===== config.mk =====
export PLATFORM = sky130hd
export DESIGN_NAME = fifo_queue_with_scan_queries_core_flat
export DESIGN_NICKNAME = d
export VERILOG_FILES = /design/src/fqsq_pkg.sv /design/src/fqsq_if.sv /design/src/fqsq_front.sv /design/src/fqsq_cmd_fifo.sv /design/src/fqsq_back.sv /design/src/fifo_queue_with_scan_queries_core.sv /design/src/flat_wrapper.sv
export SDC_FILE = /design/constraint.sdc
export NUM_CORES = 1
export LEC_CHECK = 0
export ABC_AREA = 1
export BUFFER_PORTS_ARGS = -buffer_cell sky130_fd_sc_hd__buf_2
export CAP_MARGIN = 20
export CORE_ASPECT_RATIO = 1.4
export CORE_UTILIZATION = 35
export CTS_CLUSTER_DIAMETER = 150
export DETAILED_ROUTE_END_ITERATION = 8
export GPL_TIMING_DRIVEN = 0
export MAX_ROUTING_LAYER = met4
export PLACE_DENSITY = 0.46
export SLEW_MARGIN = 25
export SYNTH_ARGS = -nofsm -noshare
export SYNTH_HDL_FRONTEND = slang
export SYNTH_SLANG_ARGS = --single-unit

===== constraint.sdc =====
create_clock -name clock -period 5.4 [get_ports clock]
set_clock_uncertainty 0.05 [all_clocks]
set_input_delay 1.08 -clock clock [delete_from_list [all_inputs] [get_ports clock]]
set_output_delay 1.08 -clock clock [all_outputs]
set_load 0.05 [all_outputs]

===== src/fqsq_pkg.sv =====
// shared types, constants and slot helpers for the fifo queue with scan queries
package fqsq_pkg;

   localparam int QUEUE_DEPTH = 16;
   localparam int PTR_W       = $clog2(QUEUE_DEPTH);
   localparam int OCC_W       = $clog2(QUEUE_DEPTH + 1);
   localparam int WORD_W      = 32;
   localparam int ACTION_W    = 3;
   localparam int TALLY_W     = 5;
   localparam int STATUS_W    = 2;

   localparam int CQ_DEPTH    = 2;
   localparam int CQ_PTR_W    = $clog2(CQ_DEPTH);
   localparam int CQ_CNT_W    = $clog2(CQ_DEPTH + 1);

   typedef enum logic [ACTION_W-1:0] {
      OP_PUSH     = 3'd0,
      OP_POP      = 3'd1,
      OP_CNT_GT   = 3'd2,
      OP_CNT_EVEN = 3'd3,
      OP_REVERSE  = 3'd4
   } op_type;

   typedef enum logic [STATUS_W-1:0] {
      ST_OK    = 2'd0,
      ST_EMPTY = 2'd1,
      ST_FULL  = 2'd2
   } status_type;

   typedef struct packed {
      op_type                    op;
      logic signed [WORD_W-1:0]  operand;
   } cmd_type;

   function automatic logic [PTR_W-1:0] next_slot(input logic [PTR_W-1:0] i);
      return (i == PTR_W'(QUEUE_DEPTH - 1)) ? '0 : i + PTR_W'(1);
   endfunction

   function automatic logic [PTR_W-1:0] prev_slot(input logic [PTR_W-1:0] i);
      return (i == '0) ? PTR_W'(QUEUE_DEPTH - 1) : i - PTR_W'(1);
   endfunction

endpackage


===== src/fqsq_if.sv =====
// request and response channel interfaces
interface fqsq_req_if
   import fqsq_pkg::*;
   ();
   logic                      valid;
   logic                      ready;
   logic [ACTION_W-1:0]       action;
   logic signed [WORD_W-1:0]  push_value;
   logic signed [WORD_W-1:0]  threshold;

   modport source (output valid, action, push_value, threshold, input ready);
   modport sink   (input valid, action, push_value, threshold, output ready);
endinterface

interface fqsq_rsp_if
   import fqsq_pkg::*;
   ();
   logic                      valid;
   logic                      ready;
   logic signed [WORD_W-1:0]  data_out;
   logic [TALLY_W-1:0]        tally;
   logic [STATUS_W-1:0]       status;
   logic                      last;

   modport source (output valid, data_out, tally, status, last, input ready);
   modport sink   (input valid, data_out, tally, status, last, output ready);
endinterface


===== src/fqsq_front.sv =====
// front end: accepts request words and classifies them into commands
module fqsq_front
   import fqsq_pkg::*;
   (
   fqsq_req_if.sink  req_chan,
   output logic      cmd_valid,
   output cmd_type   cmd,
   input  logic      cmd_ready
   );

   logic known;

   always_comb begin
      known       = 1'b1;
      cmd.op      = OP_POP;
      cmd.operand = '0;
      unique case (req_chan.action)
         OP_PUSH: begin
            cmd.op      = OP_PUSH;
            cmd.operand = req_chan.push_value;
         end
         OP_POP: begin
            cmd.op = OP_POP;
         end
         OP_CNT_GT: begin
            cmd.op      = OP_CNT_GT;
            cmd.operand = req_chan.threshold;
         end
         OP_CNT_EVEN: begin
            cmd.op = OP_CNT_EVEN;
         end
         OP_REVERSE: begin
            cmd.op = OP_REVERSE;
         end
         default: begin
            known = 1'b0;
         end
      endcase
   end

   // unknown actions are taken and dropped
   assign cmd_valid      = req_chan.valid && known;
   assign req_chan.ready = cmd_ready;

endmodule


===== src/fqsq_cmd_fifo.sv =====
// short command queue between front and back end
module fqsq_cmd_fifo
   import fqsq_pkg::*;
   (
   input  logic     clock,
   input  logic     reset,
   input  logic     wr_valid,
   input  cmd_type  wr_cmd,
   output logic     wr_ready,
   output logic     rd_valid,
   output cmd_type  rd_cmd,
   input  logic     rd_ready
   );

   cmd_type               slot_ff [CQ_DEPTH];
   logic [CQ_PTR_W-1:0]   wr_ptr_ff, wr_ptr_in;
   logic [CQ_PTR_W-1:0]   rd_ptr_ff, rd_ptr_in;
   logic [CQ_CNT_W-1:0]   cnt_ff, cnt_in;
   logic                  do_wr, do_rd;

   function automatic logic [CQ_PTR_W-1:0] bump(input logic [CQ_PTR_W-1:0] p);
      return (p == CQ_PTR_W'(CQ_DEPTH - 1)) ? '0 : p + CQ_PTR_W'(1);
   endfunction

   assign wr_ready = (cnt_ff != CQ_CNT_W'(CQ_DEPTH));
   assign rd_valid = (cnt_ff != '0);
   assign rd_cmd   = slot_ff[rd_ptr_ff];
   assign do_wr    = wr_valid && wr_ready;
   assign do_rd    = rd_valid && rd_ready;

   always_comb begin
      wr_ptr_in = do_wr ? bump(wr_ptr_ff) : wr_ptr_ff;
      rd_ptr_in = do_rd ? bump(rd_ptr_ff) : rd_ptr_ff;
      cnt_in    = cnt_ff;
      if (do_wr && !do_rd) begin
         cnt_in = cnt_ff + CQ_CNT_W'(1);
      end else if (do_rd && !do_wr) begin
         cnt_in = cnt_ff - CQ_CNT_W'(1);
      end
   end

   always_ff @(posedge clock) begin
      if (reset) begin
         wr_ptr_ff <= '0;
         rd_ptr_ff <= '0;
         cnt_ff    <= '0;
      end else begin
         wr_ptr_ff <= wr_ptr_in;
         rd_ptr_ff <= rd_ptr_in;
         cnt_ff    <= cnt_in;
      end
   end

   always_ff @(posedge clock) begin
      if (do_wr) begin
         slot_ff[wr_ptr_ff] <= wr_cmd;
      end
   end

endmodule


===== src/fqsq_back.sv =====
// back end: ring buffer, scan sequencer and response register
module fqsq_back
   import fqsq_pkg::*;
   (
   input  logic        clock,
   input  logic        reset,
   input  logic        cmd_valid,
   input  cmd_type     cmd,
   output logic        cmd_ready,
   fqsq_rsp_if.source  rsp_chan
   );

   typedef enum logic [4:0] {
      S_IDLE    = 5'b00001,
      S_POP_OUT = 5'b00010,
      S_SCAN    = 5'b00100,
      S_CNT_OUT = 5'b01000,
      S_REV_OUT = 5'b10000
   } state_type;

   state_type                 state_ff, state_in;
   logic [PTR_W-1:0]          head_ff, head_in;
   logic [PTR_W-1:0]          tail_ff, tail_in;
   logic [OCC_W-1:0]          occ_ff, occ_in;
   logic [PTR_W-1:0]          slot_ff, slot_in;
   logic [OCC_W-1:0]          left_ff, left_in;
   logic [TALLY_W-1:0]        cnt_ff, cnt_in;
   logic                      gt_mode_ff, gt_mode_in;
   logic signed [WORD_W-1:0]  thr_ff, thr_in;

   logic signed [WORD_W-1:0]  mem [QUEUE_DEPTH];
   logic signed [WORD_W-1:0]  rd_data_ff;
   logic                      rd_en, wr_en;
   logic [PTR_W-1:0]          rd_addr;

   logic                      out_valid_ff, out_valid_in;
   logic signed [WORD_W-1:0]  out_data_ff;
   logic [TALLY_W-1:0]        out_tally_ff;
   status_type                out_status_ff;
   logic                      out_last_ff;

   logic                      out_free, out_load, hit;
   logic signed [WORD_W-1:0]  ld_data;
   logic [TALLY_W-1:0]        ld_tally;
   status_type                ld_status;
   logic                      ld_last;

   assign out_free = !out_valid_ff || rsp_chan.ready;
   assign hit      = gt_mode_ff ? (rd_data_ff > thr_ff) : !rd_data_ff[0];

   always_comb begin
      state_in   = state_ff;
      head_in    = head_ff;
      tail_in    = tail_ff;
      occ_in     = occ_ff;
      slot_in    = slot_ff;
      left_in    = left_ff;
      cnt_in     = cnt_ff;
      gt_mode_in = gt_mode_ff;
      thr_in     = thr_ff;
      rd_en      = 1'b0;
      rd_addr    = head_ff;
      wr_en      = 1'b0;
      cmd_ready  = 1'b0;
      out_load   = 1'b0;
      ld_data    = '0;
      ld_tally   = '0;
      ld_status  = ST_OK;
      ld_last    = 1'b1;

      unique case (state_ff)
         S_IDLE: begin
            if (cmd_valid && out_free) begin
               cmd_ready = 1'b1;
               unique case (cmd.op) inside
                  OP_PUSH: begin
                     out_load = 1'b1;
                     if (occ_ff == OCC_W'(QUEUE_DEPTH)) begin
                        ld_status = ST_FULL;
                     end else begin
                        wr_en   = 1'b1;
                        tail_in = next_slot(tail_ff);
                        occ_in  = occ_ff + OCC_W'(1);
                     end
                  end
                  OP_POP: begin
                     if (occ_ff == '0) begin
                        out_load  = 1'b1;
                        ld_status = ST_EMPTY;
                     end else begin
                        rd_en    = 1'b1;
                        rd_addr  = head_ff;
                        state_in = S_POP_OUT;
                     end
                  end
                  OP_CNT_GT, OP_CNT_EVEN: begin
                     if (occ_ff == '0) begin
                        out_load = 1'b1;
                     end else begin
                        rd_en      = 1'b1;
                        rd_addr    = head_ff;
                        slot_in    = next_slot(head_ff);
                        left_in    = occ_ff;
                        cnt_in     = '0;
                        gt_mode_in = (cmd.op == OP_CNT_GT);
                        thr_in     = cmd.operand;
                        state_in   = S_SCAN;
                     end
                  end
                  OP_REVERSE: begin
                     if (occ_ff == '0) begin
                        out_load  = 1'b1;
                        ld_status = ST_EMPTY;
                     end else begin
                        rd_en    = 1'b1;
                        rd_addr  = prev_slot(tail_ff);
                        slot_in  = prev_slot(prev_slot(tail_ff));
                        left_in  = occ_ff;
                        state_in = S_REV_OUT;
                     end
                  end
                  default: begin
                  end
               endcase
            end
         end
         S_POP_OUT: begin
            if (out_free) begin
               out_load = 1'b1;
               ld_data  = rd_data_ff;
               head_in  = next_slot(head_ff);
               occ_in   = occ_ff - OCC_W'(1);
               state_in = S_IDLE;
            end
         end
         S_SCAN: begin
            cnt_in = cnt_ff + TALLY_W'(hit);
            if (left_ff == OCC_W'(1)) begin
               state_in = S_CNT_OUT;
            end else begin
               rd_en   = 1'b1;
               rd_addr = slot_ff;
               slot_in = next_slot(slot_ff);
               left_in = left_ff - OCC_W'(1);
            end
         end
         S_CNT_OUT: begin
            if (out_free) begin
               out_load = 1'b1;
               ld_tally = cnt_ff;
               state_in = S_IDLE;
            end
         end
         S_REV_OUT: begin
            if (out_free) begin
               out_load = 1'b1;
               ld_data  = rd_data_ff;
               ld_last  = (left_ff == OCC_W'(1));
               if (left_ff == OCC_W'(1)) begin
                  state_in = S_IDLE;
               end else begin
                  rd_en   = 1'b1;
                  rd_addr = slot_ff;
                  slot_in = prev_slot(slot_ff);
                  left_in = left_ff - OCC_W'(1);
               end
            end
         end
         default: begin
            state_in = S_IDLE;
         end
      endcase

      if (out_load) begin
         out_valid_in = 1'b1;
      end else if (rsp_chan.ready) begin
         out_valid_in = 1'b0;
      end else begin
         out_valid_in = out_valid_ff;
      end
   end

   always_ff @(posedge clock) begin
      if (reset) begin
         state_ff     <= S_IDLE;
         head_ff      <= '0;
         tail_ff      <= '0;
         occ_ff       <= '0;
         out_valid_ff <= 1'b0;
      end else begin
         state_ff     <= state_in;
         head_ff      <= head_in;
         tail_ff      <= tail_in;
         occ_ff       <= occ_in;
         out_valid_ff <= out_valid_in;
      end
   end

   // scan context and response word
   always_ff @(posedge clock) begin
      slot_ff    <= slot_in;
      left_ff    <= left_in;
      cnt_ff     <= cnt_in;
      gt_mode_ff <= gt_mode_in;
      thr_ff     <= thr_in;
      if (out_load) begin
         out_data_ff   <= ld_data;
         out_tally_ff  <= ld_tally;
         out_status_ff <= ld_status;
         out_last_ff   <= ld_last;
      end
   end

   // entry store
   always_ff @(posedge clock) begin
      if (wr_en) begin
         mem[tail_ff] <= cmd.operand;
      end
      if (rd_en) begin
         rd_data_ff <= mem[rd_addr];
      end
   end

   assign rsp_chan.valid    = out_valid_ff;
   assign rsp_chan.data_out = out_data_ff;
   assign rsp_chan.tally    = out_tally_ff;
   assign rsp_chan.status   = out_status_ff;
   assign rsp_chan.last     = out_last_ff;

endmodule


===== src/fifo_queue_with_scan_queries_core.sv =====
// top level of the fifo queue with scan queries
//
// req_chan carries one request word: an action (push, pop, count greater
// than threshold, count even, emit reversed) with its push value and
// threshold. rsp_chan returns response words with data_out, tally, status
// and last; last marks the final word of a request. Unknown actions are
// taken and dropped without a response.
// Requests pass a two-word command queue into the back end, which serves
// one command at a time from a ring buffer of QUEUE_DEPTH words.
// Push, and an empty or full case: the response is registered in the cycle
// after the back end takes the command. Pop: one entry store read, then the
// response register. Count: the single read port of the entry store reads
// each stored entry in turn, then the tally is registered. Reverse: one word
// per cycle while the receiver is ready, newest first, after a first read.
// Reset (synchronous) empties the queue and drops queued commands and any
// pending response. A stalled receiver holds the response register; the
// back end then waits and the command queue fills before req_chan.ready drops.
module fifo_queue_with_scan_queries_core
   import fqsq_pkg::*;
   (
   input  logic        clock,
   input  logic        reset,
   fqsq_req_if.sink    req_chan,
   fqsq_rsp_if.source  rsp_chan
   );

   logic     front_valid, front_ready;
   cmd_type  front_cmd;
   logic     back_valid, back_ready;
   cmd_type  back_cmd;

   fqsq_front u_front (
      .req_chan  (req_chan),
      .cmd_valid (front_valid),
      .cmd       (front_cmd),
      .cmd_ready (front_ready)
   );

   fqsq_cmd_fifo u_cmd_fifo (
      .clock    (clock),
      .reset    (reset),
      .wr_valid (front_valid),
      .wr_cmd   (front_cmd),
      .wr_ready (front_ready),
      .rd_valid (back_valid),
      .rd_cmd   (back_cmd),
      .rd_ready (back_ready)
   );

   fqsq_back u_back (
      .clock     (clock),
      .reset     (reset),
      .cmd_valid (back_valid),
      .cmd       (back_cmd),
      .cmd_ready (back_ready),
      .rsp_chan  (rsp_chan)
   );

endmodule

===== src/flat_wrapper.sv =====
// flat-port wrapper written by rule: the top's interface ports become plain ports
module fifo_queue_with_scan_queries_core_flat import fqsq_pkg::*;
  (clock, reset, req_chan_valid, req_chan_action, req_chan_push_value, req_chan_threshold, req_chan_ready, rsp_chan_valid, rsp_chan_data_out, rsp_chan_tally, rsp_chan_status, rsp_chan_last, rsp_chan_ready);
  fqsq_req_if req_chan_i ();
  fqsq_rsp_if rsp_chan_i ();
  input  logic clock;
  input  logic reset;
  input wire logic [$bits(req_chan_i.valid)-1:0] req_chan_valid;
  input wire logic [$bits(req_chan_i.action)-1:0] req_chan_action;
  input wire logic [$bits(req_chan_i.push_value)-1:0] req_chan_push_value;
  input wire logic [$bits(req_chan_i.threshold)-1:0] req_chan_threshold;
  output wire logic [$bits(req_chan_i.ready)-1:0] req_chan_ready;
  output wire logic [$bits(rsp_chan_i.valid)-1:0] rsp_chan_valid;
  output wire logic [$bits(rsp_chan_i.data_out)-1:0] rsp_chan_data_out;
  output wire logic [$bits(rsp_chan_i.tally)-1:0] rsp_chan_tally;
  output wire logic [$bits(rsp_chan_i.status)-1:0] rsp_chan_status;
  output wire logic [$bits(rsp_chan_i.last)-1:0] rsp_chan_last;
  input wire logic [$bits(rsp_chan_i.ready)-1:0] rsp_chan_ready;
  assign req_chan_i.valid = req_chan_valid;
  assign req_chan_i.action = req_chan_action;
  assign req_chan_i.push_value = req_chan_push_value;
  assign req_chan_i.threshold = req_chan_threshold;
  assign req_chan_ready = req_chan_i.ready;
  assign rsp_chan_valid = rsp_chan_i.valid;
  assign rsp_chan_data_out = rsp_chan_i.data_out;
  assign rsp_chan_tally = rsp_chan_i.tally;
  assign rsp_chan_status = rsp_chan_i.status;
  assign rsp_chan_last = rsp_chan_i.last;
  assign rsp_chan_i.ready = rsp_chan_ready;
  fifo_queue_with_scan_queries_core u_core (.clock(clock), .reset(reset), .req_chan(req_chan_i), .rsp_chan(rsp_chan_i));
endmodule

==> impl_results.md <==
- Share of cells above drive strength 1: 12.7%
- Ant. Diodes: 0
- Worst-Skew Late Latency: 0.64 ns
- Hold Fails Final Rpt: 0
- Slowest stage delay, CP: 0.62 ns
- Final core utilization: 41.4%
- Setup CP Type: reg -> reg
- Antenna Nets Post-Route: 0
- Most common cell in the synthesized netlist: nand2_1
- Final setup viols: 0
- Clk buf depth: 3
- Via count: 21600
- Crit. End Element: flip-flop
- Congestion Overflow GR: 0
- Global-route wire length before repair: 139 mm
- Buffers added on ports: 111
- CTS tree: done
- Area Overhead vs Synth: 16.8%
- Fin crit period: 4.05 ns
- Clk pwr share: 32.9%
- Routability cong.: 0.861
- Mean Syn Cell Area: 10.7 µm²
- Initial Util: 35.4%
- Yosys warns: 0
- Vias in the first global route: 21700
- P_sw: 5.08 mW
- Root Driver: clkbuf_16
- Top_reg_cell synth: edfxtp_1
- Synth Cell Area: 31900 µm²
- Core footprint: 89900 µm²
- Slowest-stage cell, CP: a21oi_1
- RSZ-0062 raised after global routing: no
- CP Buf/Inv Count: 1
- Comb power frac: 22.1%
- Total track usage: 20.8%
- Pwr per Cell Area: 429 nW/µm²
- Top cells by count, synth: nand2_1 (703), edfxtp_1 (701), nand3_1 (600), inv_1 (385), nor2_1 (169)
- CP Data Required Time: 5.82 ns
- Sequential fraction of the synthesis area: 67.6%
- Slew @ Worst Pin: 1.04 ns
- Final WL: 92.9 mm
- Inst Count DP: 4310
- Filler cells: 8601
- Die W: 257 µm
- Num CTS Buffers: 75
- #FFs+latches synth: 725
- FMAX: 0.247 GHz
- Static Leak: 15.0 nW
- Delay-heaviest family, CP: simple AND/OR/NAND/NOR gates
- Async SR Flop Fraction: 0%
- Share of the synthesized area in the top cell type: 66.1%
- Routed len/inst: 20.9 µm
- DIE AREA: 92300 µm²
- Final nets: 3320
- DR pass1 iterations: 6
- Status: complete, no violations
- Initial antenna violation count: 1
- CP Launch Type: flip-flop
- Pint: 10.9 mW
- Pin count of the biggest net entering global routing: 29
- Crit-path cells: ha_1, nand4_1, inv_1, nand4_1, a21oi_1, o21ai_0, a21o_1, nand3_1, nand2_1, ha_1, ha_1, or2_2, a21oi_1
- DR DRC count: 0
- Boundary Pins: 113
- Worst Hold Class: reg -> reg
- Non-filler cells, final: 4444
- Synth area leader: edfxtp_1
- Share of power burned in registers: 44.9%
- Rel. slew slack: 30.3%
- Synth top area cells: edfxtp_1 (66%), nand3_1 (9.4%), nand2_1 (8.3%), inv_1 (4.5%), nor2_1 (2.0%)
- Net Sw Frac: 31.9%
- EDFF count, synth: 701
- Die Y-Extent: 359 µm
- CTS resizes: 0
- # Max-Cap Violations: 0
- H-tree depth: 3
- Post-CTS setup repair buffer count: 0
- Critical Path AT: 4.46 ns
- Drt via density: 4.87
- Pins over their slew limit: 0
- CTS Sinks: 725
- Netlist cell types: 44
- Final period utilization: 74.9%
- Clk slew on worst S/H paths: 0.06 ns
- Worst VDD drop: 0.313 mV
- Cts hold-fix bufs: 0
- Drt initial violations: 1454
- Crit Path Max Fanout: 3
- Cells after synthesis: 2982
- Number of core rows: 130
- DP Wirelength: 66.7 mm
- Most common cell on crit path: ha_1
- Mapped Nets: 3103
-- cells by family after synthesis --
kind of cell / after synthesis / synth area share (%)
buf+inv: 545 / 7.09
flops: 725 / 67.6
simple gates: 1510 / 20.5
compound gates: 136 / 2.40
fa+ha+maj: 50 / 1.99
xor+xnor: 16 / 0.440
-- layout make-up --
cell class                      count  area [µm²]  share of cell area [%]
Buffer                            155         793                    2.13
Clock buffer                       88        1970                    5.29
Clock inverter                     46         485                    1.30
Multi-Input combinational cell   1712        8250                    22.2
Tap cell                         1188        1490                    3.99
Timing Repair Buffer              140        1250                    3.35
Inverter                          390        1470                    3.94
Sequential cell                   725       21500                    57.8
-- routing by layer --
layer	vias up	GRT usage, %	routed length [µm]
met5	-	-	0
li1	10500	-	-
met3	125	2.21	3790
met1	10400	24.2	37500
met2	569	37.4	49200
met4	0	6.75	2460
-- worst register-to-register path: cells and delay by family, from the launching register on --
kind	cells	cell delay, ns
flops	1	0.49
fa+ha+maj	3	0.87
buf+inv	1	0.12
simple gates	5	1.18
compound gates	4	1.16
-- power groups by stage --
| stage | logic [mW] | registers (mW) | clock network (mW) |
|---|---|---|---|
| 6_report | 3.53 | 7.17 | 5.26 |
| 3_5_place_dp | 3.57 | 7.29 | 0 |
| 5_1_grt | 3.85 | 7.20 | 5.57 |
| 4_1_cts | 3.58 | 7.18 | 5.36 |
| 3_3_place_gp | 3.43 | 7.32 | 0 |
| 2_1_floorplan | 1.77 | 7.61 | 0 |
-- state kept, by name (all words and copies together) (netlist names), 2 cells and up, named ones only --
| signal | flops |
|---|---|
| u_core.u_back.cnt_ff | 5 |
| u_core.u_back.head_ff | 4 |
| u_core.u_back.left_ff | 5 |
| u_core.u_back.mem | 512 |
| u_core.u_back.occ_ff | 5 |
| u_core.u_back.rd_data_ff | 32 |
| u_core.u_back.rsp_chan.data_out | 32 |
| u_core.u_back.rsp_chan.status | 2 |
| u_core.u_back.rsp_chan.tally | 5 |
| u_core.u_back.slot_ff | 4 |
| u_core.u_back.state_ff | 5 |
| u_core.u_back.tail_ff | 4 |
| u_core.u_back.thr_ff | 32 |
| u_core.u_cmd_fifo.cnt_ff | 2 |
| u_core.u_cmd_fifo.slot_ff | 70 |
-- stage by stage --
stage	hold WS [ns]	total power [mW]	cell area, µm²	setup WS (ns)	TNS [ns]
6_report	0.441	16.0	37200	1.35	0
4_1_cts	0.441	16.1	37200	1.26	0
5_1_grt	0.469	16.6	37200	1.20	0
2_1_floorplan	0.402	9.39	31900	0.963	0
3_3_place_gp	0.421	10.7	33900	-2.36	-215.94
3_5_place_dp	0.432	10.9	34800	1.21	0
-- placed cells by master, fill, tap and decap left out, types with 4 or more instances in the layout --
cell type | Yosys | final
a21oi_1 | 41 | 41
nand2_2 | 4 | 4
buf_4 | 20 | 20
clkbuf_16 | 0 | 77
clkinv_2 | 0 | 10
dfxtp_1 | 24 | 24
o211ai_1 | 5 | 5
clkbuf_1 | 32 | 43
clkinv_1 | 1 | 17
o21ai_0 | 68 | 67
xor2_1 | 11 | 11
o221ai_1 | 5 | 5
buf_16 | 0 | 16
clkinvlp_4 | 0 | 5
edfxtp_1 | 701 | 701
nand3_1 | 600 | 599
buf_12 | 0 | 11
bufinv_16 | 0 | 9
buf_2 | 97 | 208
ha_1 | 49 | 49
nor3_1 | 9 | 9
nand4_1 | 9 | 9
nor2_1 | 169 | 149
nor2_2 | 4 | 5
nand2_1 | 703 | 703
inv_1 | 385 | 385
buf_1 | 4 | 4
xnor2_1 | 5 | 5
nor2_4 | 1 | 20
-- path summary, 6_finish.rpt --
check                           slack [ns]  depth (start not counted)                    startpoint                           to
worst max register to register        1.35                         13  u_core.u_back.rd_data_ff[15]      u_core.u_back.cnt_ff[2]
worst max-delay path                  1.35                         13  u_core.u_back.rd_data_ff[15]      u_core.u_back.cnt_ff[2]
worst min-delay path                  0.44                          2   u_core.u_cmd_fifo.cnt_ff[1]  u_core.u_cmd_fifo.cnt_ff[1]
worst min register to register        0.44                          2   u_core.u_cmd_fifo.cnt_ff[1]  u_core.u_cmd_fifo.cnt_ff[1]
Note: power is estimated with default switching activity, not from simulation.
